## config.mk

```make
export PLATFORM = sky130hd
export DESIGN_NAME = i2c_master_write_sequencer
export DESIGN_NICKNAME = d
export VERILOG_FILES = /design/src/rtl/core/i2cmws_pkg.sv /design/src/rtl/core/i2cmws_datapath.sv /design/src/rtl/core/i2cmws_controller.sv /design/src/rtl/core/i2c_master_write_sequencer.sv
export VERILOG_INCLUDE_DIRS = /design/src /design/src/rtl/core
export SDC_FILE = /design/constraint.sdc
export NUM_CORES = 2
export LEC_CHECK = 0
export BUFFER_PORTS_ARGS = -buffer_cell sky130_fd_sc_hd__buf_2
export CAP_MARGIN = 20
export CELL_PAD_IN_SITES_DETAIL_PLACEMENT = 0
export CELL_PAD_IN_SITES_GLOBAL_PLACEMENT = 1
export CORE_ASPECT_RATIO = 0.5
export CORE_MARGIN = 4
export CORE_UTILIZATION = 26
export CTS_CLUSTER_SIZE = 20
export DETAILED_ROUTE_END_ITERATION = 12
export PLACE_DENSITY_LB_ADDON = 0.15
export SYNTH_ARGS = -nofsm -noshare
export SYNTH_HDL_FRONTEND = slang
export SYNTH_HIERARCHICAL = 1
export SYNTH_SLANG_ARGS = --single-unit
```

## constraint.sdc

```tcl
create_clock -name clk -period 4.45 [get_ports clk]
set_clock_uncertainty 0.1 [all_clocks]
set_input_delay 0.2225 -clock clk [delete_from_list [all_inputs] [get_ports clk]]
set_output_delay 0.2225 -clock clk [all_outputs]
set_load 0.01 [all_outputs]
```

## src/rtl/core/i2c_master_write_sequencer_macros.svh

```systemverilog
// assertion macros for the i2c master write sequencer
// used by the controller and datapath modules; no other dependencies
`ifndef I2C_MASTER_WRITE_SEQUENCER_MACROS_SVH
`define I2C_MASTER_WRITE_SEQUENCER_MACROS_SVH
`ifndef ASSERT_OFF
// same-cycle implication, disabled while reset is asserted
`define SEQ_ASSERT_IMP(label, clk, rst_n, ante, cons) \
  label: assert property (@(posedge clk) disable iff (!(rst_n)) (ante) |-> (cons)) \
    else $error("assertion failed");
// next-cycle implication, disabled while reset is asserted
`define SEQ_ASSERT_NXT(label, clk, rst_n, ante, cons) \
  label: assert property (@(posedge clk) disable iff (!(rst_n)) (ante) |=> (cons)) \
    else $error("assertion failed");
`else
`define SEQ_ASSERT_IMP(label, clk, rst_n, ante, cons)
`define SEQ_ASSERT_NXT(label, clk, rst_n, ante, cons)
`endif
`endif

```

## src/rtl/core/i2cmws_pkg.sv

```systemverilog
// shared types and constants of the i2c master write sequencer
// no dependencies
`timescale 1ns / 1ps
package i2cmws_pkg;

  localparam int MAX_BYTES = 128;
  localparam int ADDR_W    = (MAX_BYTES > 1) ? $clog2(MAX_BYTES) : 1;
  localparam int CNT_W     = $clog2(MAX_BYTES + 1);
  localparam int BC_W      = 7;

  // input modes
  localparam logic [1:0] MODE_LOAD   = 2'd0;
  localparam logic [1:0] MODE_BEGIN  = 2'd1;
  localparam logic [1:0] MODE_STATUS = 2'd2;

  // bus actions
  localparam logic [1:0] ACT_START = 2'd0;
  localparam logic [1:0] ACT_TX    = 2'd1;
  localparam logic [1:0] ACT_STOP  = 2'd2;

  // result codes
  localparam logic [2:0] RC_OK        = 3'd0;
  localparam logic [2:0] RC_NO_START  = 3'd1;
  localparam logic [2:0] RC_ADDR_NACK = 3'd2;
  localparam logic [2:0] RC_DATA_NACK = 3'd3;
  localparam logic [2:0] RC_REG_NACK  = 3'd4;

  // bus status codes
  localparam logic [7:0] STATUS_MASK  = 8'hF8;
  localparam logic [7:0] ST_START     = 8'h08;
  localparam logic [7:0] ST_ADDR_ACK  = 8'h18;
  localparam logic [7:0] ST_DATA_ACK  = 8'h28;
  localparam logic [7:0] WR_ADDR_MASK = 8'hFE;

  typedef enum logic [1:0] {
    TX_ZERO    = 2'd0,
    TX_SLAVE   = 2'd1,
    TX_REG     = 2'd2,
    TX_PAYLOAD = 2'd3
  } tx_sel_t;

  // controller to datapath
  typedef struct packed {
    logic       take;
    logic       mem_write;
    logic       begin_txn;
    logic       sent_inc;
    logic       out_load;
    logic [1:0] action;
    tx_sel_t    tx_sel;
    logic       finished;
    logic [2:0] code;
  } cmd_t;

  // datapath to controller
  typedef struct packed {
    logic [1:0] mode;
    logic       st_start_ok;
    logic       st_addr_ok;
    logic       st_data_ok;
    logic       skip;
    logic       more_data;
    logic       out_busy;
  } sts_t;

endpackage

```

## src/rtl/core/i2cmws_datapath.sv

```systemverilog
// datapath: item registers, payload buffer, latched transfer fields, result register
// depends on i2cmws_pkg and the assertion macro header
`timescale 1ns / 1ps
`include "i2c_master_write_sequencer_macros.svh"
module i2cmws_datapath (
  input  logic               clk,
  input  logic               rst_n,
  input  i2cmws_pkg::cmd_t   cmd,
  output i2cmws_pkg::sts_t   sts,
  input  logic [1:0]         in_mode,
  input  logic [7:0]         in_payload_byte,
  input  logic [7:0]         in_slave_address,
  input  logic [7:0]         in_register_address,
  input  logic               in_skip_register,
  input  logic [6:0]         in_byte_count,
  input  logic [7:0]         in_bus_status,
  output logic               out_valid,
  input  logic               out_stall,
  output logic [1:0]         out_action,
  output logic [7:0]         out_tx_byte,
  output logic               out_finished,
  output logic [2:0]         out_result_code
);
  import i2cmws_pkg::*;

  // registered input item
  logic [1:0]      mode_r;
  logic [7:0]      payload_r;
  logic [7:0]      slave_in_r;
  logic [7:0]      reg_in_r;
  logic            skip_in_r;
  logic [BC_W-1:0] count_in_r;
  logic [7:0]      status_r;

  // transaction state
  logic [ADDR_W-1:0] load_ptr_r, load_ptr_nxt;
  logic [CNT_W-1:0]  sent_r, sent_nxt;
  logic [7:0]        slave_r;
  logic [7:0]        reg_r;
  logic              skip_r;
  logic [CNT_W-1:0]  cnt_r;
  logic [CNT_W-1:0]  cnt_sat;
  logic [BC_W:0]     bc_ext;

  logic [7:0] mem [MAX_BYTES];
  logic [7:0] rd_data_r;

  logic       out_valid_r, out_valid_nxt;
  logic [1:0] act_r;
  logic [7:0] tx_r;
  logic [7:0] tx_mux;
  logic       fin_r;
  logic [2:0] code_r;
  logic [7:0] status_masked;

  always_ff @(posedge clk) begin
    if (cmd.take) begin
      mode_r     <= in_mode;
      payload_r  <= in_payload_byte;
      slave_in_r <= in_slave_address;
      reg_in_r   <= in_register_address;
      skip_in_r  <= in_skip_register;
      count_in_r <= in_byte_count;
      status_r   <= in_bus_status;
    end
  end

  always_comb begin
    bc_ext = {1'b0, count_in_r};
    if (bc_ext > (BC_W + 1)'(MAX_BYTES)) begin
      cnt_sat = CNT_W'(MAX_BYTES);
    end else begin
      cnt_sat = CNT_W'(bc_ext);
    end
  end

  always_comb begin
    load_ptr_nxt = load_ptr_r;
    sent_nxt     = sent_r;
    if (cmd.mem_write) begin
      if (load_ptr_r == ADDR_W'(MAX_BYTES - 1)) begin
        load_ptr_nxt = '0;
      end else begin
        load_ptr_nxt = load_ptr_r + 1'b1;
      end
    end
    if (cmd.begin_txn) begin
      load_ptr_nxt = '0;
      sent_nxt     = '0;
    end else if (cmd.sent_inc) begin
      sent_nxt = sent_r + 1'b1;
    end
  end

  always_ff @(posedge clk) begin
    if (!rst_n) begin
      load_ptr_r <= '0;
      sent_r     <= '0;
      slave_r    <= '0;
      reg_r      <= '0;
      skip_r     <= 1'b0;
      cnt_r      <= '0;
    end else begin
      load_ptr_r <= load_ptr_nxt;
      sent_r     <= sent_nxt;
      if (cmd.begin_txn) begin
        slave_r <= slave_in_r;
        reg_r   <= reg_in_r;
        skip_r  <= skip_in_r;
        cnt_r   <= cnt_sat;
      end
    end
  end

  // payload buffer, read address follows the next sent count
  always_ff @(posedge clk) begin
    if (cmd.mem_write) begin
      mem[load_ptr_r] <= payload_r;
    end
    rd_data_r <= mem[sent_nxt[ADDR_W-1:0]];
  end

  assign status_masked = status_r & STATUS_MASK;

  always_comb begin
    sts.mode        = mode_r;
    sts.st_start_ok = (status_masked == ST_START);
    sts.st_addr_ok  = (status_masked == ST_ADDR_ACK);
    sts.st_data_ok  = (status_masked == ST_DATA_ACK);
    sts.skip        = skip_r;
    sts.more_data   = (sent_r < cnt_r);
    sts.out_busy    = out_valid_r && out_stall;
  end

  always_comb begin
    unique case (cmd.tx_sel)
      TX_SLAVE:   tx_mux = slave_r & WR_ADDR_MASK;
      TX_REG:     tx_mux = reg_r;
      TX_PAYLOAD: tx_mux = rd_data_r;
      default:    tx_mux = 8'h00;
    endcase
  end

  always_comb begin
    out_valid_nxt = out_valid_r;
    if (cmd.out_load) begin
      out_valid_nxt = 1'b1;
    end else if (out_valid_r && !out_stall) begin
      out_valid_nxt = 1'b0;
    end
  end

  always_ff @(posedge clk) begin
    if (!rst_n) begin
      out_valid_r <= 1'b0;
    end else begin
      out_valid_r <= out_valid_nxt;
    end
  end

  always_ff @(posedge clk) begin
    if (cmd.out_load) begin
      act_r  <= cmd.action;
      tx_r   <= tx_mux;
      fin_r  <= cmd.finished;
      code_r <= cmd.code;
    end
  end

  assign out_valid       = out_valid_r;
  assign out_action      = act_r;
  assign out_tx_byte     = tx_r;
  assign out_finished    = fin_r;
  assign out_result_code = code_r;

  // never send more bytes than were latched
  `SEQ_ASSERT_IMP(a_sent_within_count, clk, rst_n, 1'b1, sent_r <= cnt_r)
  // a stalled result stays offered
  `SEQ_ASSERT_NXT(a_valid_held, clk, rst_n, out_valid_r && out_stall, out_valid_r)
  // a stalled result keeps its byte
  `SEQ_ASSERT_NXT(a_tx_held, clk, rst_n, out_valid_r && out_stall, $stable(tx_r))

endmodule

```

## src/rtl/core/i2cmws_controller.sv

```systemverilog
// controller: item sequencing and bus transaction phase state machines
// depends on i2cmws_pkg and the assertion macro header
`timescale 1ns / 1ps
`include "i2c_master_write_sequencer_macros.svh"
module i2cmws_controller (
  input  logic             clk,
  input  logic             rst_n,
  input  logic             in_valid,
  output logic             in_stall,
  input  i2cmws_pkg::sts_t sts,
  output i2cmws_pkg::cmd_t cmd
);
  import i2cmws_pkg::*;

  typedef enum logic [2:0] {
    S_TAKE   = 3'b001,
    S_DECIDE = 3'b010,
    S_EMIT   = 3'b100
  } seq_t;

  typedef enum logic [4:0] {
    PH_IDLE  = 5'b00001,
    PH_START = 5'b00010,
    PH_ADDR  = 5'b00100,
    PH_REG   = 5'b01000,
    PH_DATA  = 5'b10000
  } phase_t;

  seq_t   state_r, state_nxt;
  phase_t phase_r, phase_nxt;
  logic   idle;

  assign idle     = (phase_r == PH_IDLE);
  assign in_stall = (state_r != S_TAKE);

  always_comb begin
    state_nxt    = state_r;
    phase_nxt    = phase_r;
    cmd          = '0;
    cmd.action   = ACT_START;
    cmd.tx_sel   = TX_ZERO;
    cmd.code     = RC_OK;
    unique case (state_r)
      S_TAKE: begin
        if (in_valid) begin
          cmd.take  = 1'b1;
          state_nxt = S_DECIDE;
        end
      end
      S_DECIDE: begin
        cmd.mem_write = (sts.mode == MODE_LOAD) && idle;
        cmd.begin_txn = (sts.mode == MODE_BEGIN) && idle;
        cmd.sent_inc  = (sts.mode == MODE_STATUS) && (phase_r == PH_DATA) && sts.st_data_ok;
        if (((sts.mode == MODE_BEGIN) && idle) || ((sts.mode == MODE_STATUS) && !idle)) begin
          state_nxt = S_EMIT;
        end else begin
          state_nxt = S_TAKE;
        end
      end
      S_EMIT: begin
        if (!sts.out_busy) begin
          cmd.out_load = 1'b1;
          state_nxt    = S_TAKE;
          if (sts.mode == MODE_BEGIN) begin
            cmd.action = ACT_START;
            phase_nxt  = PH_START;
          end else begin
            unique case (phase_r)
              PH_START: begin
                if (!sts.st_start_ok) begin
                  cmd.action   = ACT_STOP;
                  cmd.finished = 1'b1;
                  cmd.code     = RC_NO_START;
                  phase_nxt    = PH_IDLE;
                end else begin
                  cmd.action = ACT_TX;
                  cmd.tx_sel = TX_SLAVE;
                  phase_nxt  = PH_ADDR;
                end
              end
              PH_ADDR: begin
                if (!sts.st_addr_ok) begin
                  cmd.action   = ACT_STOP;
                  cmd.finished = 1'b1;
                  cmd.code     = RC_ADDR_NACK;
                  phase_nxt    = PH_IDLE;
                end else if (!sts.skip) begin
                  cmd.action = ACT_TX;
                  cmd.tx_sel = TX_REG;
                  phase_nxt  = PH_REG;
                end else if (sts.more_data) begin
                  cmd.action = ACT_TX;
                  cmd.tx_sel = TX_PAYLOAD;
                  phase_nxt  = PH_DATA;
                end else begin
                  cmd.action   = ACT_STOP;
                  cmd.finished = 1'b1;
                  phase_nxt    = PH_IDLE;
                end
              end
              PH_REG, PH_DATA: begin
                if (!sts.st_data_ok) begin
                  cmd.action   = ACT_STOP;
                  cmd.finished = 1'b1;
                  cmd.code     = (phase_r == PH_REG) ? RC_REG_NACK : RC_DATA_NACK;
                  phase_nxt    = PH_IDLE;
                end else if (sts.more_data) begin
                  cmd.action = ACT_TX;
                  cmd.tx_sel = TX_PAYLOAD;
                  phase_nxt  = PH_DATA;
                end else begin
                  cmd.action   = ACT_STOP;
                  cmd.finished = 1'b1;
                  phase_nxt    = PH_IDLE;
                end
              end
              default: begin
                phase_nxt = PH_IDLE;
              end
            endcase
          end
        end
      end
      default: begin
        state_nxt = S_TAKE;
      end
    endcase
  end

  always_ff @(posedge clk) begin
    if (!rst_n) begin
      state_r <= S_TAKE;
      phase_r <= PH_IDLE;
    end else begin
      state_r <= state_nxt;
      phase_r <= phase_nxt;
    end
  end

  // result register is only loaded when it can take a new transfer
  `SEQ_ASSERT_IMP(a_load_when_free, clk, rst_n, cmd.out_load, !sts.out_busy)
  // a stop with finished always returns the bus phase to idle
  `SEQ_ASSERT_NXT(a_stop_goes_idle, clk, rst_n, cmd.out_load && cmd.finished, phase_r == PH_IDLE)
  // an accepted item is always evaluated in the following cycle
  `SEQ_ASSERT_NXT(a_take_then_decide, clk, rst_n, cmd.take, state_r == S_DECIDE)

endmodule

```

## src/rtl/core/i2c_master_write_sequencer.sv

```systemverilog
// steps of the sequencing state machine per input item: take, evaluate, emit;
//   items that give no result return to take after evaluate; emit waits while the
//   output is stalled, then loads the result register; no input is taken in between
// the next input is taken while a result still waits in the output register
// reset: synchronous active-low, clears phase, pointers, latched fields and output valid;
//   the payload buffer is not cleared and holds nothing defined until loaded
`timescale 1ns / 1ps
module i2c_master_write_sequencer (
  input  logic       clk,
  input  logic       rst_n,
  // input channel
  input  logic       in_valid,
  output logic       in_stall,
  input  logic [1:0] in_mode,
  input  logic [7:0] in_payload_byte,
  input  logic [7:0] in_slave_address,
  input  logic [7:0] in_register_address,
  input  logic       in_skip_register,
  input  logic [6:0] in_byte_count,
  input  logic [7:0] in_bus_status,
  // result channel
  output logic       out_valid,
  input  logic       out_stall,
  output logic [1:0] out_action,
  output logic [7:0] out_tx_byte,
  output logic       out_finished,
  output logic [2:0] out_result_code
);
  import i2cmws_pkg::*;

  // command and status between the two halves
  cmd_t cmd;
  sts_t sts;

  // controller: decides each step of the bus write and when to take the next transfer
  i2cmws_controller u_ctrl (
    .clk      (clk),
    .rst_n    (rst_n),
    .in_valid (in_valid),
    .in_stall (in_stall),
    .sts      (sts),
    .cmd      (cmd)
  );

  // datapath: payload buffer, latched address fields, byte counters, result register
  i2cmws_datapath u_dp (
    .clk                 (clk),
    .rst_n               (rst_n),
    .cmd                 (cmd),
    .sts                 (sts),
    .in_mode             (in_mode),
    .in_payload_byte     (in_payload_byte),
    .in_slave_address    (in_slave_address),
    .in_register_address (in_register_address),
    .in_skip_register    (in_skip_register),
    .in_byte_count       (in_byte_count),
    .in_bus_status       (in_bus_status),
    .out_valid           (out_valid),
    .out_stall           (out_stall),
    .out_action          (out_action),
    .out_tx_byte         (out_tx_byte),
    .out_finished        (out_finished),
    .out_result_code     (out_result_code)
  );

endmodule
```

After elaboration in Yosys (flattened, before gate mapping)
Memories as Yosys holds them, arrays and structs flattened. A register that Yosys moved wholly into a read port is not among the register bits.
Cells that the tools add are included.
Widths: inputs -> output; s select.
Operators by class
  add/subtract/negate cells: 2
  multiplexer cells: 45
  equal/unequal tests: 20
  $lt $le $gt $ge: 2
  bitwise operators: 3
  reduce and logical (&&, ||, !) cells: 17
Operator list (count)
  $pmux 8 s3: 2
  $mux 5: 5
  $mux 3: 7
  $mux 7: 3
  $mux 2: 9
  $mux 9: 2
  $pmux 5 s3: 1
  $mux 1: 11
  $eq 5x1->1 const B: 2
  $eq 5x2->1 const B: 2
  $eq 5x3->1 const B: 2
  $pmux 3 s3: 1
  $add 8x1->8 const B: 1
  $gt 7x8->1 const B: 1
  $lt 8x8->1: 1
  $mux 4: 2
  $mux 8: 1
  $add 7x1->7 const B: 1
  $eq 7x7->1 const B: 1
  $logic_and 1x1->1: 7
  $eq 2x2->1 const B: 3
  $mux 6: 1
  $eq 5x4->1 const B: 1
  $eq 5x5->1 const B: 1
  14 further kinds: 21
Storage, ports and cells
  memories: 1
  flip-flop bits (word level): 105
  input bits: 46
  word-level logic and storage cells: 111
  memory bits (writable): 1024
Memory list
  u_dp.mem: words 128, width 8, rd ports 1, clocked after memory_dff 1, wr ports 1, line i2cmws_datapath.sv:45  | logic [7:0] mem [MAX_BYTES];

Longest topological paths before layout
  word-level depth: 10
  depth in mapped cells: 18
  gate-level depth less buffers: 14

Cells and area by module
Netlist, hierarchy kept.
Modules (own cells, without submodules)
  i2cmws_datapath: times used 1, sequential area each 33251.9 um2, area each 44730.4 um2, cells each 3027
  i2cmws_controller: times used 1, sequential area each 160.2 um2, area each 653.1 um2, cells each 89

Worst setup path after synthesis
No wires, ideal clock.
  kind: register -> register
  start point: register u_dp.status_r[6]
  end point: register u_dp.rd_data_r[0] (read register of u_dp.mem)
  slack: 0.899 ns
  stages on the path, launching flop included: 16
  data arrival time: 3.382 ns
  cell sequence: edfxtp_1 > nand2b_1 > nor4b_1 > nand4_1 > nor3_1 > buf_4 > mux2i_2 > nor2_2 > buf_6 > buf_6 > mux2i_1 > mux4_2 > a22o_1 > nor4_1 > a31oi_1 > o21ai_1
RTL lines
  start, declared: line i2cmws_datapath.sv:33  | logic [7:0] status_r;
  start signal, assigned: line i2cmws_datapath.sv:64  | status_r <= in_bus_status;
  end, declared: line i2cmws_datapath.sv:46  | logic [7:0] rd_data_r;

==> impl_metrics.toml <==
[pwr]
pwr-share-clk = 0.445
ir_worst_vdd_uv = 294
p_sw_mw = 4.57
p_seq_frac = 0.538
p_per_area_nw_per_um2 = 395
p_int_mw = 17.3
power.leakage_nw = 18.3
comb_power_share = 0.016
power.share.switching = 0.210

[critical_path]
startpoint_type = "flop"
critPathKind = "flop to flop"
cp_data_arrival_time_ns = 4.79
endpoint = "u_dp/rd_data_r[0]$_DFF_P_"
startpoint = "u_dp/status_r[6]$_DFFE_PP_"
r2r_slack_ns = 0.23
regToRegEndpoint = "u_dp/rd_data_r[0]$_DFF_P_"
endpoint_kind = "flop"
cp.required_ns = 5.02
path_max_fanout = 32
reg2reg_depth = 19
r2r_start = "u_dp/status_r[6]$_DFFE_PP_"

[worst_hold_path]
hold_class = "input pin to flop"

[route]
drt-met1-wl_mm = 74.3
avgRoutedWirePerCell_um = 25.4
vias = 28024
drc_errors = 0
drtIter0Drc = 2504
routed_via_density = 4.74
highest_layer = "met4"
wl_met2_mm = 63.1
dr_wl_met3_mm = 10.2
wl_mm = 150
ant_nets = 0
first_pass_iters = 5

[yosys]
synth-seq-area-share = 0.736
synth_cells = 3116
synth-warning-count = 6
avgSynthCellArea_sq_um = 14.6
synth_edf_count = 1076
yosysUniqueCellTypes = 74
synth_ff_type = "edfxtp_1"
syn-cell-area_sq_um = 45400
yosys_register_bits = 1131
synth_fp_nets = 3170
async_flop_share = 0

[place]
port_buffers = 57
placed_area_sq_um = 51000
gp_congestion = 0.788
pre_cts_ws_ns = 0.0539
dp_hpwl_mm = 96.2

[die]
die-height_um = 303
fp.dieW_um = 599
dieArea_sq_um = 182000
start_util = 0.262
ios = 62
core_area_sq_um = 174000
rows = 108

[timing]
slew_headroom = 0.298
setup_viol = 0
fmax_mhz = 237
grt_setup_unrepaired = "no"
min_period_ns = 4.22
slew_viol_final = 0
final-hold-violation-count = 0
worstMarginPinSlew_ns = 1.05
fin_setup_tns_ns = 0
fin_ws_ns = 0.230
min_period_over_period = 0.948

[global_route]
track_usage = 0.162
grt_max_degree = 129
grt_pass1_vias = 27641
antenna_found_initial = 6
overflow = 0
grt_pass1_wl_mm = 211

[clocking]
cts_made_buffers = 115
cts_num_sinks = 1131
cts_tree = "yes"
clk_pin_slew_ns = 0.06
cts.path.max_buffers = 3
htree_levels = 3
clk_latency_ns = 0.76
clockRootBuffer = "clkbuf_16"

[outcome]
status = "finished clean"

[cells_and_area]
diodes = 0
fill_cells = 17255
area_growth_pct = 21.7
design_area_sq_um = 55200
drive_above_1_share = 0.189
nets = 3555

[run]
maxCapViolCount = 0
-- final cells by class --
cell class	instances	area, sq um	area share
well taps	2310	2890	0.0523
flip-flops and latches	1131	33400	0.605
multi-input cells	1789	11200	0.202
clock inverters	66	614	0.0111
clock buffers	151	3120	0.0564
inverters	11	46.3	0.000838
repair buffers	453	3990	0.0723
-- flip-flops by register name (all words and copies together) (netlist names), 8 cells and up --
signal	flops
u_dp/reg_r	8
u_dp/out_tx_byte	8
u_dp/reg_in_r	8
u_dp/rd_data_r	8
u_dp/payload_r	8
u_dp/sent_r	8
u_dp/mem	1024
-- kinds of logic (layout without fill, tap and decap cells) --
logic type               Yosys count  count (layout)  share of synthesized area
adder cells (fa/ha/maj)            8               8                    0.00221
AO/OA/AOI/OAI                    345             345                     0.0514
multiplexers                     263             263                     0.0729
XOR/XNOR                          10              10                    0.00210
buffers and inverters            197             681                     0.0213
AND/OR/NAND/NOR                 1162            1163                      0.114
flip-flops                      1131            1131                      0.736
-- worst min-delay path by stage --
stage | from | endpoint | cells past startpoint
floorplan | rst_n | u_ctrl/phase_r[0]$_SDFFE_PN1P_ | 1
global route | in_byte_count[5] | u_dp/count_in_r[5]$_DFFE_PP_ | 2
global placement | in_payload_byte[4] | u_dp/payload_r[4]$_DFFE_PP_ | 1
finish | in_payload_byte[4] | u_dp/payload_r[4]$_DFFE_PP_ | 2
detailed placement | in_payload_byte[0] | u_dp/payload_r[0]$_DFFE_PP_ | 1
CTS | in_payload_byte[7] | u_dp/payload_r[7]$_DFFE_PP_ | 2
-- worst max-delay path: stages, from the launching register on --
cell and delay [ns]:
edfxtp_1 0.35, nand2b_1 0.19, nor4b_1 0.30, buf_4 0.19, nand4_1 0.12, nor3_2 0.23
buf_12 0.19, mux2i_4 0.28, nor2_4 0.07, buf_12 0.15, buf_12 0.18, buf_12 0.20
mux2i_1 0.11, mux2i_1 0.36, o22ai_2 0.25, nor4_1 0.30, buf_4 0.18, a31oi_1 0.04
buf_4 0.18, o21ai_1 0.09
-- repair_timing --
| action | CTS | global route |
|---|---|---|
| gates resized for setup | 0 | 10 |
| endpoints found under the hold margin | 88 | 0 |
| setup endpoints to repair | 0 | 8 |
| hold buffers | 43 | 0 |
| setup buffers | 0 | 2 |
-- Yosys cell counts (6+ instances only) --
library cell,instances,area (sq um)
nand3b_1,6,45.0
o31a_1,6,52.6
nor3_1,26,130
buf_1,15,56.3
edfxtp_1,1076,32300
a32oi_1,29,254
nand4_1,20,125
and2_1,8,50.1
a31oi_1,63,394
nand2b_1,12,75.1
inv_1,9,33.8
a22oi_1,10,75.1
nand3_1,268,1340
nand2_1,559,2100
xor2_1,6,52.6
ha_1,8,100
a22o_1,15,131
o22ai_1,6,37.5
a311oi_1,9,78.8
mux4_2,52,1170
a211o_1,9,78.8
mux2_2,16,180
buf_6,8,90.1
buf_4,19,143
nor2_1,162,608
a211oi_1,21,158
a21oi_1,72,360
nor2b_1,37,231
dfxtp_1,55,1100
o211ai_1,8,60.1
o221ai_1,17,149
o21ai_0,49,245
and3_1,27,169
mux2i_1,194,1940
clkbuf_1,70,263
buf_2,74,370
-- layer usage --
metal / global-route usage / up-vias
met3: 0.0390 / 160
met2: 0.236 / 757
met1: 0.245 / 14500
li1: - / 12607
met4: 0.0299 / 0
met5: 0 / -
-- metrics by stage --
step	power, mW	hold WS (ns)	util	std cells
floorplan	12.1	0.201	-	3116
global placement	12.3	0.300	0.294	5646
detailed placement	12.3	0.301	0.294	5647
CTS	22.1	0.00227	0.318	5907
global route	22.6	0.0494	0.318	5911
finish	21.8	0.0787	0.318	5911
-- layout by cell type (no fill, tap or decap), types with 29 or more instances in the layout --
| cell type | synthesis | layout |
|---|---|---|
| edfxtp_1 | 1076 | 1076 |
| dlygate4sd3_1 | 0 | 43 |
| buf_12 | 0 | 48 |
| clkbuf_16 | 0 | 117 |
| nor2_1 | 162 | 158 |
| mux4_2 | 52 | 52 |
| nand2_1 | 559 | 556 |
| a32oi_1 | 29 | 29 |
| nand3_1 | 268 | 268 |
| mux2i_1 | 194 | 193 |
| o21ai_0 | 49 | 49 |
| a31oi_1 | 63 | 63 |
| dfxtp_1 | 55 | 55 |
| buf_2 | 74 | 58 |
| a21oi_1 | 72 | 72 |
| buf_4 | 19 | 301 |
| nor2b_1 | 37 | 37 |
-- power groups by stage --
stage                     Clock, mW  Sequential (mW)  Combinational [mW]
after detailed placement          0             12.0               0.333
after floorplan                   0             12.1              0.0379
after global routing           10.5             11.7               0.388
final                          9.72             11.7               0.359
after global placement            0             12.0               0.324
after CTS                      10.0             11.8               0.362
No activity file was read; power rests on OpenSTA's default activity.
